===== src/rtl/fsgs_pkg.sv =====
// fsgs_pkg: grid geometry, cell layout, action codes and shared structs
// for the falling sand grid step block
// no dependencies
`default_nettype none

package fsgs_pkg;

    localparam int GRID_ROWS  = 32;
    localparam int GRID_COLS  = 32;
    localparam int CELL_COUNT = GRID_ROWS * GRID_COLS;
    localparam int ADDR_W     = $clog2(CELL_COUNT);
    localparam int ROW_W      = $clog2(GRID_ROWS);
    localparam int COL_W      = $clog2(GRID_COLS);

    localparam int ACTION_W = 2;
    localparam int COORD_W  = 5;
    localparam int COLOR_W  = 6;
    localparam int SEED_W   = 16;
    localparam int CELL_W   = 8;

    localparam logic [CELL_W-1:0] MARK_MOVED  = 8'h80;
    localparam logic [CELL_W-1:0] MARK_ACTIVE = 8'h40;
    localparam int                ACTIVE_BIT  = 6;
    localparam logic [SEED_W-1:0] LFSR_TAPS   = 16'hB400;
    localparam logic [SEED_W-1:0] SEED_RESET  = 16'h0001;

    typedef enum logic [ACTION_W-1:0] {
        ACT_WRITE = 2'd0,
        ACT_FILL  = 2'd1,
        ACT_READ  = 2'd2,
        ACT_STEP  = 2'd3
    } action_t;

    typedef struct packed {
        action_t              action;
        logic [COORD_W-1:0]   cell_row;
        logic [COORD_W-1:0]   cell_col;
        logic [COLOR_W-1:0]   paint_color;
    } cmd_t;

    typedef struct packed {
        logic [COLOR_W-1:0] read_color;
        logic               read_active;
    } res_t;

    function automatic logic on_grid(input logic [COORD_W-1:0] row,
                                     input logic [COORD_W-1:0] col);
        return (int'(row) < GRID_ROWS) && (int'(col) < GRID_COLS);
    endfunction

    function automatic logic [ADDR_W-1:0] cell_index(input logic [COORD_W-1:0] row,
                                                      input logic [COORD_W-1:0] col);
        return ADDR_W'(int'(row) * GRID_COLS + int'(col));
    endfunction

endpackage

`default_nettype wire


===== src/rtl/fsgs_lfsr.sv =====
// fsgs_lfsr: 16-bit galois lfsr that picks the diagonal direction
// depends on fsgs_pkg
`default_nettype none

module fsgs_lfsr (
    input  wire logic                        clk,
    input  wire logic                        rst_n,
    input  wire logic                        seed_load,
    input  wire logic [fsgs_pkg::SEED_W-1:0] seed,
    input  wire logic                        step,
    output logic                             dir_bit
);

    logic [fsgs_pkg::SEED_W-1:0] lfsr_reg;
    logic [fsgs_pkg::SEED_W-1:0] lfsr_next;

    always_comb
    begin
        lfsr_next = lfsr_reg;
        if (seed_load)
        begin
            // zero seed would lock up
            lfsr_next = (seed == '0) ? fsgs_pkg::SEED_RESET : seed;
        end
        else if (step)
        begin
            lfsr_next = (lfsr_reg >> 1) ^ (lfsr_reg[0] ? fsgs_pkg::LFSR_TAPS : '0);
        end
    end

    always_ff @(posedge clk or negedge rst_n)
    begin
        if (!rst_n)
        begin
            lfsr_reg <= fsgs_pkg::SEED_RESET;
        end
        else
        begin
            lfsr_reg <= lfsr_next;
        end
    end

    assign dir_bit = lfsr_reg[0];

endmodule

`default_nettype wire


===== config.mk =====
export PLATFORM = sky130hd
export DESIGN_NAME = fsgs_lfsr
export DESIGN_NICKNAME = d
export VERILOG_FILES = /design/src/rtl/fsgs_pkg.sv /design/src/rtl/fsgs_lfsr.sv
export SDC_FILE = /design/constraint.sdc
export NUM_CORES = 1
export LEC_CHECK = 0
export BUFFER_PORTS_ARGS = -buffer_cell sky130_fd_sc_hd__buf_2
export CAP_MARGIN = 20
export CORE_MARGIN = 5
export CORE_UTILIZATION = 50
export CTS_CLUSTER_SIZE = 24
export DETAILED_ROUTE_END_ITERATION = 8
export PLACE_DENSITY = 0.76
export SYNTH_ARGS = -nofsm -noshare
export SYNTH_HDL_FRONTEND = slang
export SYNTH_SLANG_ARGS = --single-unit

===== constraint.sdc =====
create_clock -name clk -period 1.35 [get_ports clk]
set_clock_uncertainty 0.1 [all_clocks]
set_input_delay 0.27 -clock clk [delete_from_list [all_inputs] [get_ports clk]]
set_output_delay 0.27 -clock clk [all_outputs]
set_load 0.05 [all_outputs]

# Yosys cells after proc, flatten, opt, wreduce, memory -nomap -nowiden
# Index checks and enable logic that the tools add are counted.
# totals
regBits,16
output_inout_bits,1
wordCells,8
# classes
muxes,4
n_bitwise,1
n_reduce_logical,2
# op_table
cell,n
16-bit 2-to-1 mux,4
16-bit zero test,1
15-bit by 16-bit XOR with 16-bit output,1
2-bit nonzero test,1

# Longest topological paths before layout
# Gate-level depths: netlist (run 1).
# logic_depth
depth_word,4
ltp_mapped,4
ltp_nobuf,3

# Least setup slack after synthesis (run 1)
# No wires, ideal clock.
# synth_timing
path_type,reg-to-reg
start,"register, netlist name lfsr_reg[0]"
end,register lfsr_reg[0] (netlist name)
setup_ns,0.077
t_arrival_ns,1.096
required_ns,1.173
setup_slack_ns,0.077
stages_incl_launch_ff,4
period_less_slack_ns,1.273
cell_sequence,dfstp_2 nor2b_1 a211oi_2 a31oi_1
# synth_rtl
element,line,text
"end signal, assigned",fsgs_lfsr.sv:35,lfsr_reg <= fsgs_pkg::SEED_RESET;
"end signal, assigned",fsgs_lfsr.sv:39,lfsr_reg <= lfsr_next;
"end, declared",fsgs_lfsr.sv:14,logic [fsgs_pkg::SEED_W-1:0] lfsr_reg;

# Final worst setup path (run 1)
# layout_timing
start,register lfsr_reg[0] (netlist name)
end,output dir_bit
# layout_rtl
element,line,text
"end, declared",fsgs_lfsr.sv:11,output logic dir_bit
# No word-level cell between the ends.

==> results.json, run 1 <==
{
  "clk_pin_slew_ns": 0.09,
  "cp_top_family": "flip-flops",
  "pin_count": 21,
  "final_common_cell": "buf_2",
  "grt_setup_unrepaired": "yes",
  "final_cell_mix": "19 x buf_2, 15 x mux2i_1, 15 x nand2_1, 15 x dfrtp_1, 11 x o21ai_1",
  "core_um2": 1541,
  "synth-seq-cells": 16,
  "drive_gt1_share_pct": 31.68,
  "dr.first_iter.drc_count": 5,
  "die_x_um": 50.98,
  "cts_root_buf": "clkbuf_4",
  "max-vdd-ir-drop_uv": 843.0,
  "setup_tns_ns": -0.01720,
  "hold_depth": 3,
  "synth-xor-area-share_pct": 3.130,
  "cts_tree": "done",
  "grtUsageTotal_pct": 14.23,
  "avgSynthCellArea_um2": 10.76,
  "reg2reg_setup_slack_ns": 0.11,
  "post-route-worst-setup-slack_ns": -0.01720,
  "fillCellCount": 127,
  "overflow": 0,
  "vias": 634,
  "cp_slowest_cell": "dfstp_2",
  "pre_cts_slack_ns": 0.1156,
  "viasPerCell": 5.419,
  "synthesis.nets": 98,
  "crit_path_start_kind": "flop",
  "first_global_vias": 675,
  "clock_latency_ns": 0.29,
  "layout.area.seq_um2": 401.6,
  "yosys-mux-area-fraction_pct": 17.88,
  "relSlewSlack_pct": 75.79,
  "setup_viol": 1,
  "multi_input_area_um2": 389.1,
  "cts_buffer_depth": 2,
  "critPathCaptureType": "primary output",
  "path_buf_inv": 1,
  "crit_chain": "buf_8",
  "drt_pass1_iterations": 2,
  "worst-path-max-fanout": 2,
  "synth_fa_ha_area_share_pct": 0,
  "synth.distinct_cells": 17,
  "reg2reg_to": "lfsr_reg[0]",
  "yosys_warnings": 0,
  "hold_viol": 0,
  "nets": 122,
  "internal-power_uw": 757.4,
  "violations": "setup timing",
  "dp_cells": 111,
  "antenna_found_initial": 0,
  "power.leakage_uw": 0.0004860,
  "worst_pin_slew_ns": 0.3631,
  "cts_buffers": 3,
  "synth_top_family_by_area": "multiplexers",
  "worstRegToRegCells": 4,
  "max_freq_mhz": 731.4,
  "drv_slew": 0,
  "antennaDiodeCount": 0,
  "synth_simple_gate_area_share_pct": 14.16,
  "grt_max_degree": 33,
  "cts_sinks": 16,
  "largest_reg_flops": 16,
  "timing.hold.ws_ns": 0.1122,
  "finalCriticalPeriod_ns": 1.367,
  "status": "complete, but fails checks",
  "cp.arrival_ns": 1.00,
  "fin_crit_sh_pct": 101.3,
  "io_buffer_count": 20,
  "gp_congestion": 0.7329,
  "ys_seq_area_share_pct": 47.84,
  "drt_wl_total_mm": 1.632,
  "worstHoldPathType": "in -> reg",
  "initial_core_util_pct": 54.46,
  "synthCells": 78,
  "min_to": "lfsr_reg[9]",
  "seqPwrFrac_pct": 53.9,
  "dp_hpwl_mm": 1.228,
  "rows": 14,
  "power_frac_comb_pct": 21.2,
  "power_density_nw_per_um2": 1040,
  "syn_to_final_growth_pct": 20.12,
  "grt_pass1_wl_mm": 2.815,
  "slowest_delay_ns": 0.57,
  "drc_errors": 0,
  "p_switching_uw": 291.3,
  "ant_nets": 0,
  "wire_per_inst_um": 13.95,
  "die_area_um2": 2598,
  "synth-compound-area-share_pct": 11.18,
  "p_sw_share_pct": 27.78,
  "clock_power_share_pct": 24.9,
  "maxCapViolations": 0,
  "hp-start": "seed[9]",
  "h-tree-depth": 1,
  "final_cells": 117,
  "cp_data_required_time_ns": 0.98,
  "reg2reg_from": "lfsr_reg[0]",
  "die_h_um": 50.98,
  "crit_type": "reg -> out",
  "netlist_area_um2": 839.6
}
-- per-layer routing --
metal | track usage, % | routed length (µm) | vias to the layer above
li1 | - | - | 323
met1 | 17.38 | 730 | 294
met2 | 22.31 | 796 | 10
met3 | 2.907 | 48 | 7
met4 | 9.787 | 57 | 0
met5 | 0 | 0 | -
-- worst max-delay path by stage --
stage	depth (start not counted)	to	start	slack [ns]
after detailed placement	1	dir_bit	lfsr_reg[0]	0.12
after floorplan	3	lfsr_reg[0]	lfsr_reg[0]	0.08
final	1	dir_bit	lfsr_reg[0]	-0.02
after global placement	1	dir_bit	lfsr_reg[0]	0.13
after CTS	1	dir_bit	lfsr_reg[0]	-0.03
after global routing	1	dir_bit	lfsr_reg[0]	-0.05
-- timing repair --
| item | CTS | global route |
|---|---|---|
| hold endpoints to repair | 15 | 0 |
| buffers inserted | 1 | 0 |
| hold buffers | 1 | 0 |
| resized for setup | 3 | 0 |
| endpoints found under the setup margin | 1 | 1 |
| pin swaps | 0 | 0 |
-- logic make-up after synthesis --
family / Yosys count
DFF: 16
AOI/OAI and AO/OA: 17
and+or+nand+nor: 21
muxes: 15
xor gates and xnor gates: 3
buffers and inverters: 6
-- final cells by class --
class | count | share of cell area (%)
flip-flops and latches | 16 | 39.83
multi-input cells | 56 | 38.59
clock buffers | 4 | 2.605
repair buffers | 24 | 16.63
inverters | 1 | 0.3722
well taps | 16 | 1.985
-- power groups by stage --
stage | Combinational, µW | Clock (µW) | Sequential (µW)
4_1_cts | 225 | 274 | 566
3_3_place_gp | 201 | 0 | 576
3_5_place_dp | 207 | 0 | 578
5_1_grt | 248 | 290 | 573
6_report | 222 | 261 | 565
2_1_floorplan | 125 | 0 | 580
-- through the flow --
stage / power, µW / utilization [%] / cell area, µm²
global route: 1111 / 65.42 / 1008
CTS: 1064 / 65.42 / 1008
global placement: 776.8 / 61.93 / 954.7
floorplan: 705.0 / - / 839.6
detailed placement: 785.3 / 61.93 / 954.7
finish: 1049 / 65.42 / 1008
-- worst reg2reg max path, cell delays in order (launching register included) --
cell and delay (ns):
dfstp_2 0.57, buf_4 0.15, nor2b_1 0.16, a211oi_2 0.06, a31oi_1 0.14
-- cell usage after synthesis --
master	instances	area [µm²]
buf_2	2	10.01
a211oi_2	1	12.51
nand2_1	15	56.30
buf_12	1	20.02
a31oi_1	1	6.260
dfstp_2	1	26.28
o21ai_1	11	55.05
xor2_1	3	26.28
o21ai_0	4	20.02
clkbuf_1	1	3.750
buf_6	1	11.26
inv_1	1	3.750
nor2b_1	1	6.260
mux2i_1	15	150.1
dfrtp_1	15	375.4
nand4_1	1	6.260
nor4_2	4	50.05
(Power assumes the default switching activity.)
==> run 2, diff against run 1 <==
CELL_PAD_IN_SITES_DETAIL_PLACEMENT = 1   (was default)
CELL_PAD_IN_SITES_GLOBAL_PLACEMENT = 2   (was default)
CORE_UTILIZATION = 31   (was 50)
CTS_CLUSTER_SIZE = default   (was 24)
PLACE_DENSITY = default   (was 0.76)
PLACE_DENSITY_LB_ADDON = 0.1   (was default)
==> run 2 against run 1 <==
  * The run still ends with setup timing left
  * Worst hold slack better by 0.0033 ns
  * Combinational power up 3%
  * Register-to-register slack worse by 0.02 ns
  * Global-route usage down 3.3 points
  * Setup slack better by 0.011 ns
  * Die area up 48%
  * Sequential power about the same
  * Routed wire length up 13%
  * Sequential share of layout area down 1.3 points
  * Maximum frequency up 0.83%
  * Clock-buffer cell count unchanged
  * Clock power up 21%
  * Largest cell class unchanged
  * Largest power group unchanged
  * Highest routed layer unchanged
==> results.json, run 2 (same netlist as run 1, synthesis figures left out) <==
{
  "status": "complete, but fails checks",
  "violations": "setup timing",
  "max_freq_mhz": 737.5,
  "fin_crit_sh_pct": 100.4,
  "io_buffer_count": 20,
  "design_area_um2": 1044,
  "power_frac_comb_pct": 20.5,
  "layout.area.seq_um2": 401.6,
  "drv_slew": 0,
  "initial_core_util_pct": 32.99,
  "dr.first_iter.drc_count": 11,
  "critPathCaptureType": "primary output",
  "grt_pass1_wl_mm": 3.118,
  "cts_root_buf": "clkbuf_4",
  "power_density_nw_per_um2": 1063,
  "dpl_cell_area_um2": 979.7,
  "setup_viol": 1,
  "dp_hpwl_mm": 1.456,
  "cts_sinks": 16,
  "clock_latency_ns": 0.28,
  "drc_errors": 0,
  "maxCapViolations": 0,
  "die_h_um": 62.04,
  "power_uw": 1110,
  "grtUsageTotal_pct": 10.95,
  "pin_count": 21,
  "worstRegToRegCells": 4,
  "h-tree-depth": 1,
  "fillCellCount": 295,
  "hold_viol": 0,
  "crit_chain": "buf_8",
  "seqPwrFrac_pct": 50.9,
  "cts_buffers": 3,
  "antennaDiodeCount": 0,
  "slowest_delay_ns": 0.56,
  "grt_setup_unrepaired": "yes",
  "wire_per_inst_um": 14.00,
  "multi_input_area_um2": 389.1,
  "cts_tree": "done",
  "internal-power_uw": 808.4,
  "die_x_um": 62.04,
  "critPathLaunch": "lfsr_reg[0]",
  "critPathCapture": "dir_bit",
  "drt_pass1_iterations": 4,
  "gp_congestion": 0.6754,
  "path_buf_inv": 1,
  "worst_pin_slew_ns": 0.3752,
  "final_common_cell": "buf_2",
  "ant_nets": 0,
  "die_area_um2": 3849,
  "reg2reg_to": "lfsr_reg[0]",
  "rows": 18,
  "post-route-worst-setup-slack_ns": -0.005932,
  "cp.arrival_ns": 0.99,
  "crit_path_start_kind": "flop",
  "max-vdd-ir-drop_uv": 479.0,
  "drive_gt1_share_pct": 33.33,
  "reg2reg_setup_slack_ns": 0.09,
  "relSlewSlack_pct": 74.99,
  "final_cells": 132,
  "clock_power_share_pct": 28.5,
  "cp_slowest_cell": "dfstp_2",
  "dp_cells": 126,
  "cp.depth": 1,
  "p_switching_uw": 301.4,
  "vias": 639,
  "worst-path-max-fanout": 2,
  "overflow": 0,
  "cts_buffer_depth": 2,
  "viasPerCell": 4.841,
  "core_um2": 2545,
  "nets": 123,
  "p_sw_share_pct": 27.16,
  "reg2reg_from": "lfsr_reg[0]",
  "largest_reg_flops": 16,
  "final_cell_mix": "19 x buf_2, 15 x mux2i_1, 15 x nand2_1, 15 x dfrtp_1, 11 x o21ai_1",
  "drt_wl_total_mm": 1.848,
  "first_global_vias": 726,
  "power.leakage_uw": 0.0004968,
  "crit_type": "reg -> out",
  "cp_data_required_time_ns": 0.98,
  "grt_max_degree": 33,
  "worstHoldPathType": "in -> reg",
  "antenna_found_initial": 0,
  "clk_pin_slew_ns": 0.10,
  "finalCriticalPeriod_ns": 1.356,
  "syn_to_final_growth_pct": 24.29,
  "cp_top_family": "flip-flops"
}
## run 2: changes by cell type in the layout (fill, tap and decap cells not counted)
cell / previous run / this run
clkbuf_8: 0 / 1
buf_4: 1 / 2
clkbuf_1: 1 / 0
## run 2: final cells by class
type	instances	area share, %
clock buffer	4	3.477
inverter	1	0.3597
multi-input combinational	56	37.29
sequential	16	38.49
tap	30	3.597
timing repair buffer	25	16.79
## run 2: worst min-delay path by stage
stage | startpoint | to | slack (ns) | cells after the start
finish | seed[5] | lfsr_reg[5] | 0.12 | 3
global route | seed[11] | lfsr_reg[11] | 0.1 | 3
CTS | seed[5] | lfsr_reg[5] | 0.10 | 3
detailed placement | rst_n | lfsr_reg[3] | 0.11 | 1
global placement | rst_n | lfsr_reg[3] | 0.11 | 1
floorplan | rst_n | lfsr_reg[10] | -0.13 | 0
## run 2: repair_timing
item | 4_1_cts | 5_1_grt
hold buffers | 1 | 0
hold endpoints to repair | 15 | 0
setup buffers | 1 | 0
resized for setup | 3 | 0
endpoints found under the setup margin | 1 | 1
## run 2: power by group through the flow
stage          combinational (µW)  clock (µW)  sequential [µW]
3_3_place_gp                  212           0              577
3_5_place_dp                  215           0              580
4_1_cts                       234         334              567
6_report                      228         316              565
5_1_grt                       254         354              574
2_1_floorplan                 125           0              580
## run 2: metal layers
metal	vias to the layer above	wire (µm)	global-route usage, %
met5	-	0	0
met4	0	10	3.636
met3	2	86	1.860
met2	13	913	19.23
met1	301	838	13.49
li1	323	-	-
## run 2: per-stage QoR
step | worst slack [ns] | utilization (%) | setup TNS, ns | hold slack, ns
after floorplan | 0.07698 | - | 0 | -0.1256
after global placement | 0.1396 | 38.50 | 0 | 0.1077
after detailed placement | 0.1203 | 38.50 | 0 | 0.1122
after CTS | -0.02103 | 41.00 | -0.02103 | 0.1031
after global routing | -0.03844 | 41.00 | -0.03844 | 0.09799
final | -0.005932 | 41.00 | -0.005932 | 0.1155
==> run 3, diff against run 2 <==
CORE_UTILIZATION = 34   (was 31)
clock period = 1.6 ns   (was 1.35 ns; I/O delays follow)
==> run 3 against run 2 <==
  * The run now ends clean
  * Non-clock buffer count shrank 3
  * Cell count down 2.3%
  * Global-route usage is 0.59 points higher
  * Routed wire length fell by 5.6%
  * Sequential power is 15% lower
  * Total power shrank 22%
  * Setup slack improved by 0.052 ns
  * Via count fell by 0.78%
  * Critical path depth unchanged
  * Design area shrank 5.0%
  * Die area shrank 7.4%
  * Critical endpoint unchanged
  * Largest power group unchanged
==> results.json, run 3 (same netlist as run 1, synthesis figures left out) <==
{
  "initial_core_util_pct": 34.84,
  "syn_to_final_growth_pct": 18.03,
  "relSlewSlack_pct": 66.58,
  "crit_chain": "clkbuf_4",
  "setup_viol": 0,
  "crit_type": "reg -> out",
  "cp_data_required_time_ns": 1.18,
  "fin_crit_sh_pct": 97.12,
  "antennaDiodeCount": 0,
  "clock_latency_ns": 0.28,
  "io_buffer_count": 20,
  "crit_path_start_kind": "flop",
  "die_h_um": 59.69,
  "p_switching_uw": 242.8,
  "drc_errors": 0,
  "drive_gt1_share_pct": 30.30,
  "dr.first_iter.drc_count": 3,
  "rows": 18,
  "path_buf_inv": 1,
  "grt_pass1_wl_mm": 3.063,
  "max-vdd-ir-drop_uv": 449.6,
  "hp-start": "seed[0]",
  "p_sw_share_pct": 27.93,
  "seqPwrFrac_pct": 55.2,
  "cts_buffer_depth": 2,
  "worstRegToRegCells": 3,
  "cts_buffers": 3,
  "cp.depth": 1,
  "h-tree-depth": 1,
  "finalCriticalPeriod_ns": 1.554,
  "cp.arrival_ns": 1.13,
  "hold_depth": 3,
  "drt_wl_total_mm": 1.745,
  "hold_viol": 0,
  "power_frac_comb_pct": 19.7,
  "reg2reg_from": "lfsr_reg[0]",
  "post_cts_buffers": 0,
  "viasPerCell": 4.915,
  "final_common_cell": "buf_2",
  "clk_pin_slew_ns": 0.09,
  "die_area_um2": 3563,
  "drt_pass1_iterations": 4,
  "antenna_found_initial": 0,
  "pin_count": 21,
  "die_x_um": 59.69,
  "largest_reg_flops": 16,
  "post-route-worst-setup-slack_ns": 0.04611,
  "gp_congestion": 0.6412,
  "wire_per_inst_um": 13.53,
  "fin_util_pct": 41.12,
  "critPathCaptureType": "primary output",
  "setup_tns_ns": 0,
  "reg2reg_setup_slack_ns": 0.42,
  "internal-power_uw": 626.7,
  "dp_hpwl_mm": 1.329,
  "grt_max_degree": 33,
  "critPathLaunch": "lfsr_reg[0]",
  "clock_power_share_pct": 25.1,
  "pre_cts_slack_ns": 0.3312,
  "cts_root_buf": "clkbuf_4",
  "cts_sinks": 16,
  "ant_nets": 0,
  "slowest_delay_ns": 0.60,
  "cp_slowest_cell": "dfstp_2",
  "worst_pin_slew_ns": 0.5013,
  "core_um2": 2410,
  "nets": 120,
  "final_cell_mix": "19 x buf_2, 15 x mux2i_1, 15 x nand2_1, 15 x dfrtp_1, 11 x o21ai_1",
  "power_density_nw_per_um2": 877.5,
  "maxCapViolations": 0,
  "first_global_vias": 681,
  "worstHoldPathType": "in -> reg",
  "max_freq_mhz": 643.5,
  "status": "completed",
  "overflow": 0,
  "vias": 634,
  "grtUsageTotal_pct": 11.55,
  "drv_slew": 0,
  "cp_top_family": "flip-flops",
  "power.leakage_uw": 0.0004690,
  "cts_tree": "done",
  "worst-path-max-fanout": 6
}
-- run 3: timing repair --
action,4_1_cts,5_1_grt
endpoints found under the hold margin,15,0
gates resized for setup,0,1
endpoints found under the setup margin,0,1
hold buffers,1,0
-- run 3: power by group through the flow --
stage	clock network, µW	logic [µW]	registers, µW
after detailed placement	0	173	489
after floorplan	0	105	490
after CTS	236	176	481
final	218	171	480
after global placement	0	170	486
after global routing	257	195	488
-- run 3: area by class of cell --
type / instances / area [µm²]
multi-input cells: 56 / 389.1
inverters: 1 / 3.754
fillers: 280 / 1419
repair buffers: 22 / 132.6
flip-flops and latches: 16 / 401.6
well taps: 30 / 37.54
clock buffers: 4 / 26.28
-- run 3: path summary, 6_finish.rpt --
| check | end |
|---|---|
| max in group asynchronous | lfsr_reg[0] |
| max reg2reg | lfsr_reg[10] |
| min in group asynchronous | lfsr_reg[3] |
| min | lfsr_reg[0] |
| max | dir_bit |
| min reg2reg | lfsr_reg[7] |
-- run 3: metrics by stage --
step           hold WS, ns  total power, µW  instances  instance area, µm²
2_1_floorplan     -0.07559            594.9         78               839.6
3_3_place_gp        0.1507            656.6        124               952.2
3_5_place_dp        0.1543            661.3        124               952.2
4_1_cts             0.1548            892.9        129               988.4
5_1_grt             0.1580            939.8        129               991.0
6_report            0.1664            869.6        129               991.0
-- run 3: layer usage --
layer	track usage (%)	part of all wire, %	routed length (µm)
met5	0	0	0
met4	5.696	0.86	15
met3	1.944	2.9	51
met2	20.06	54	947
met1	13.58	42	730
-- run 3: worst reg2reg max path: cells and delay by family (launching register included) --
family | cells | cell delay (ns)
mux | 1 | 0.10
flops | 1 | 0.60
xor+xnor | 1 | 0.18
compound gates | 1 | 0.12
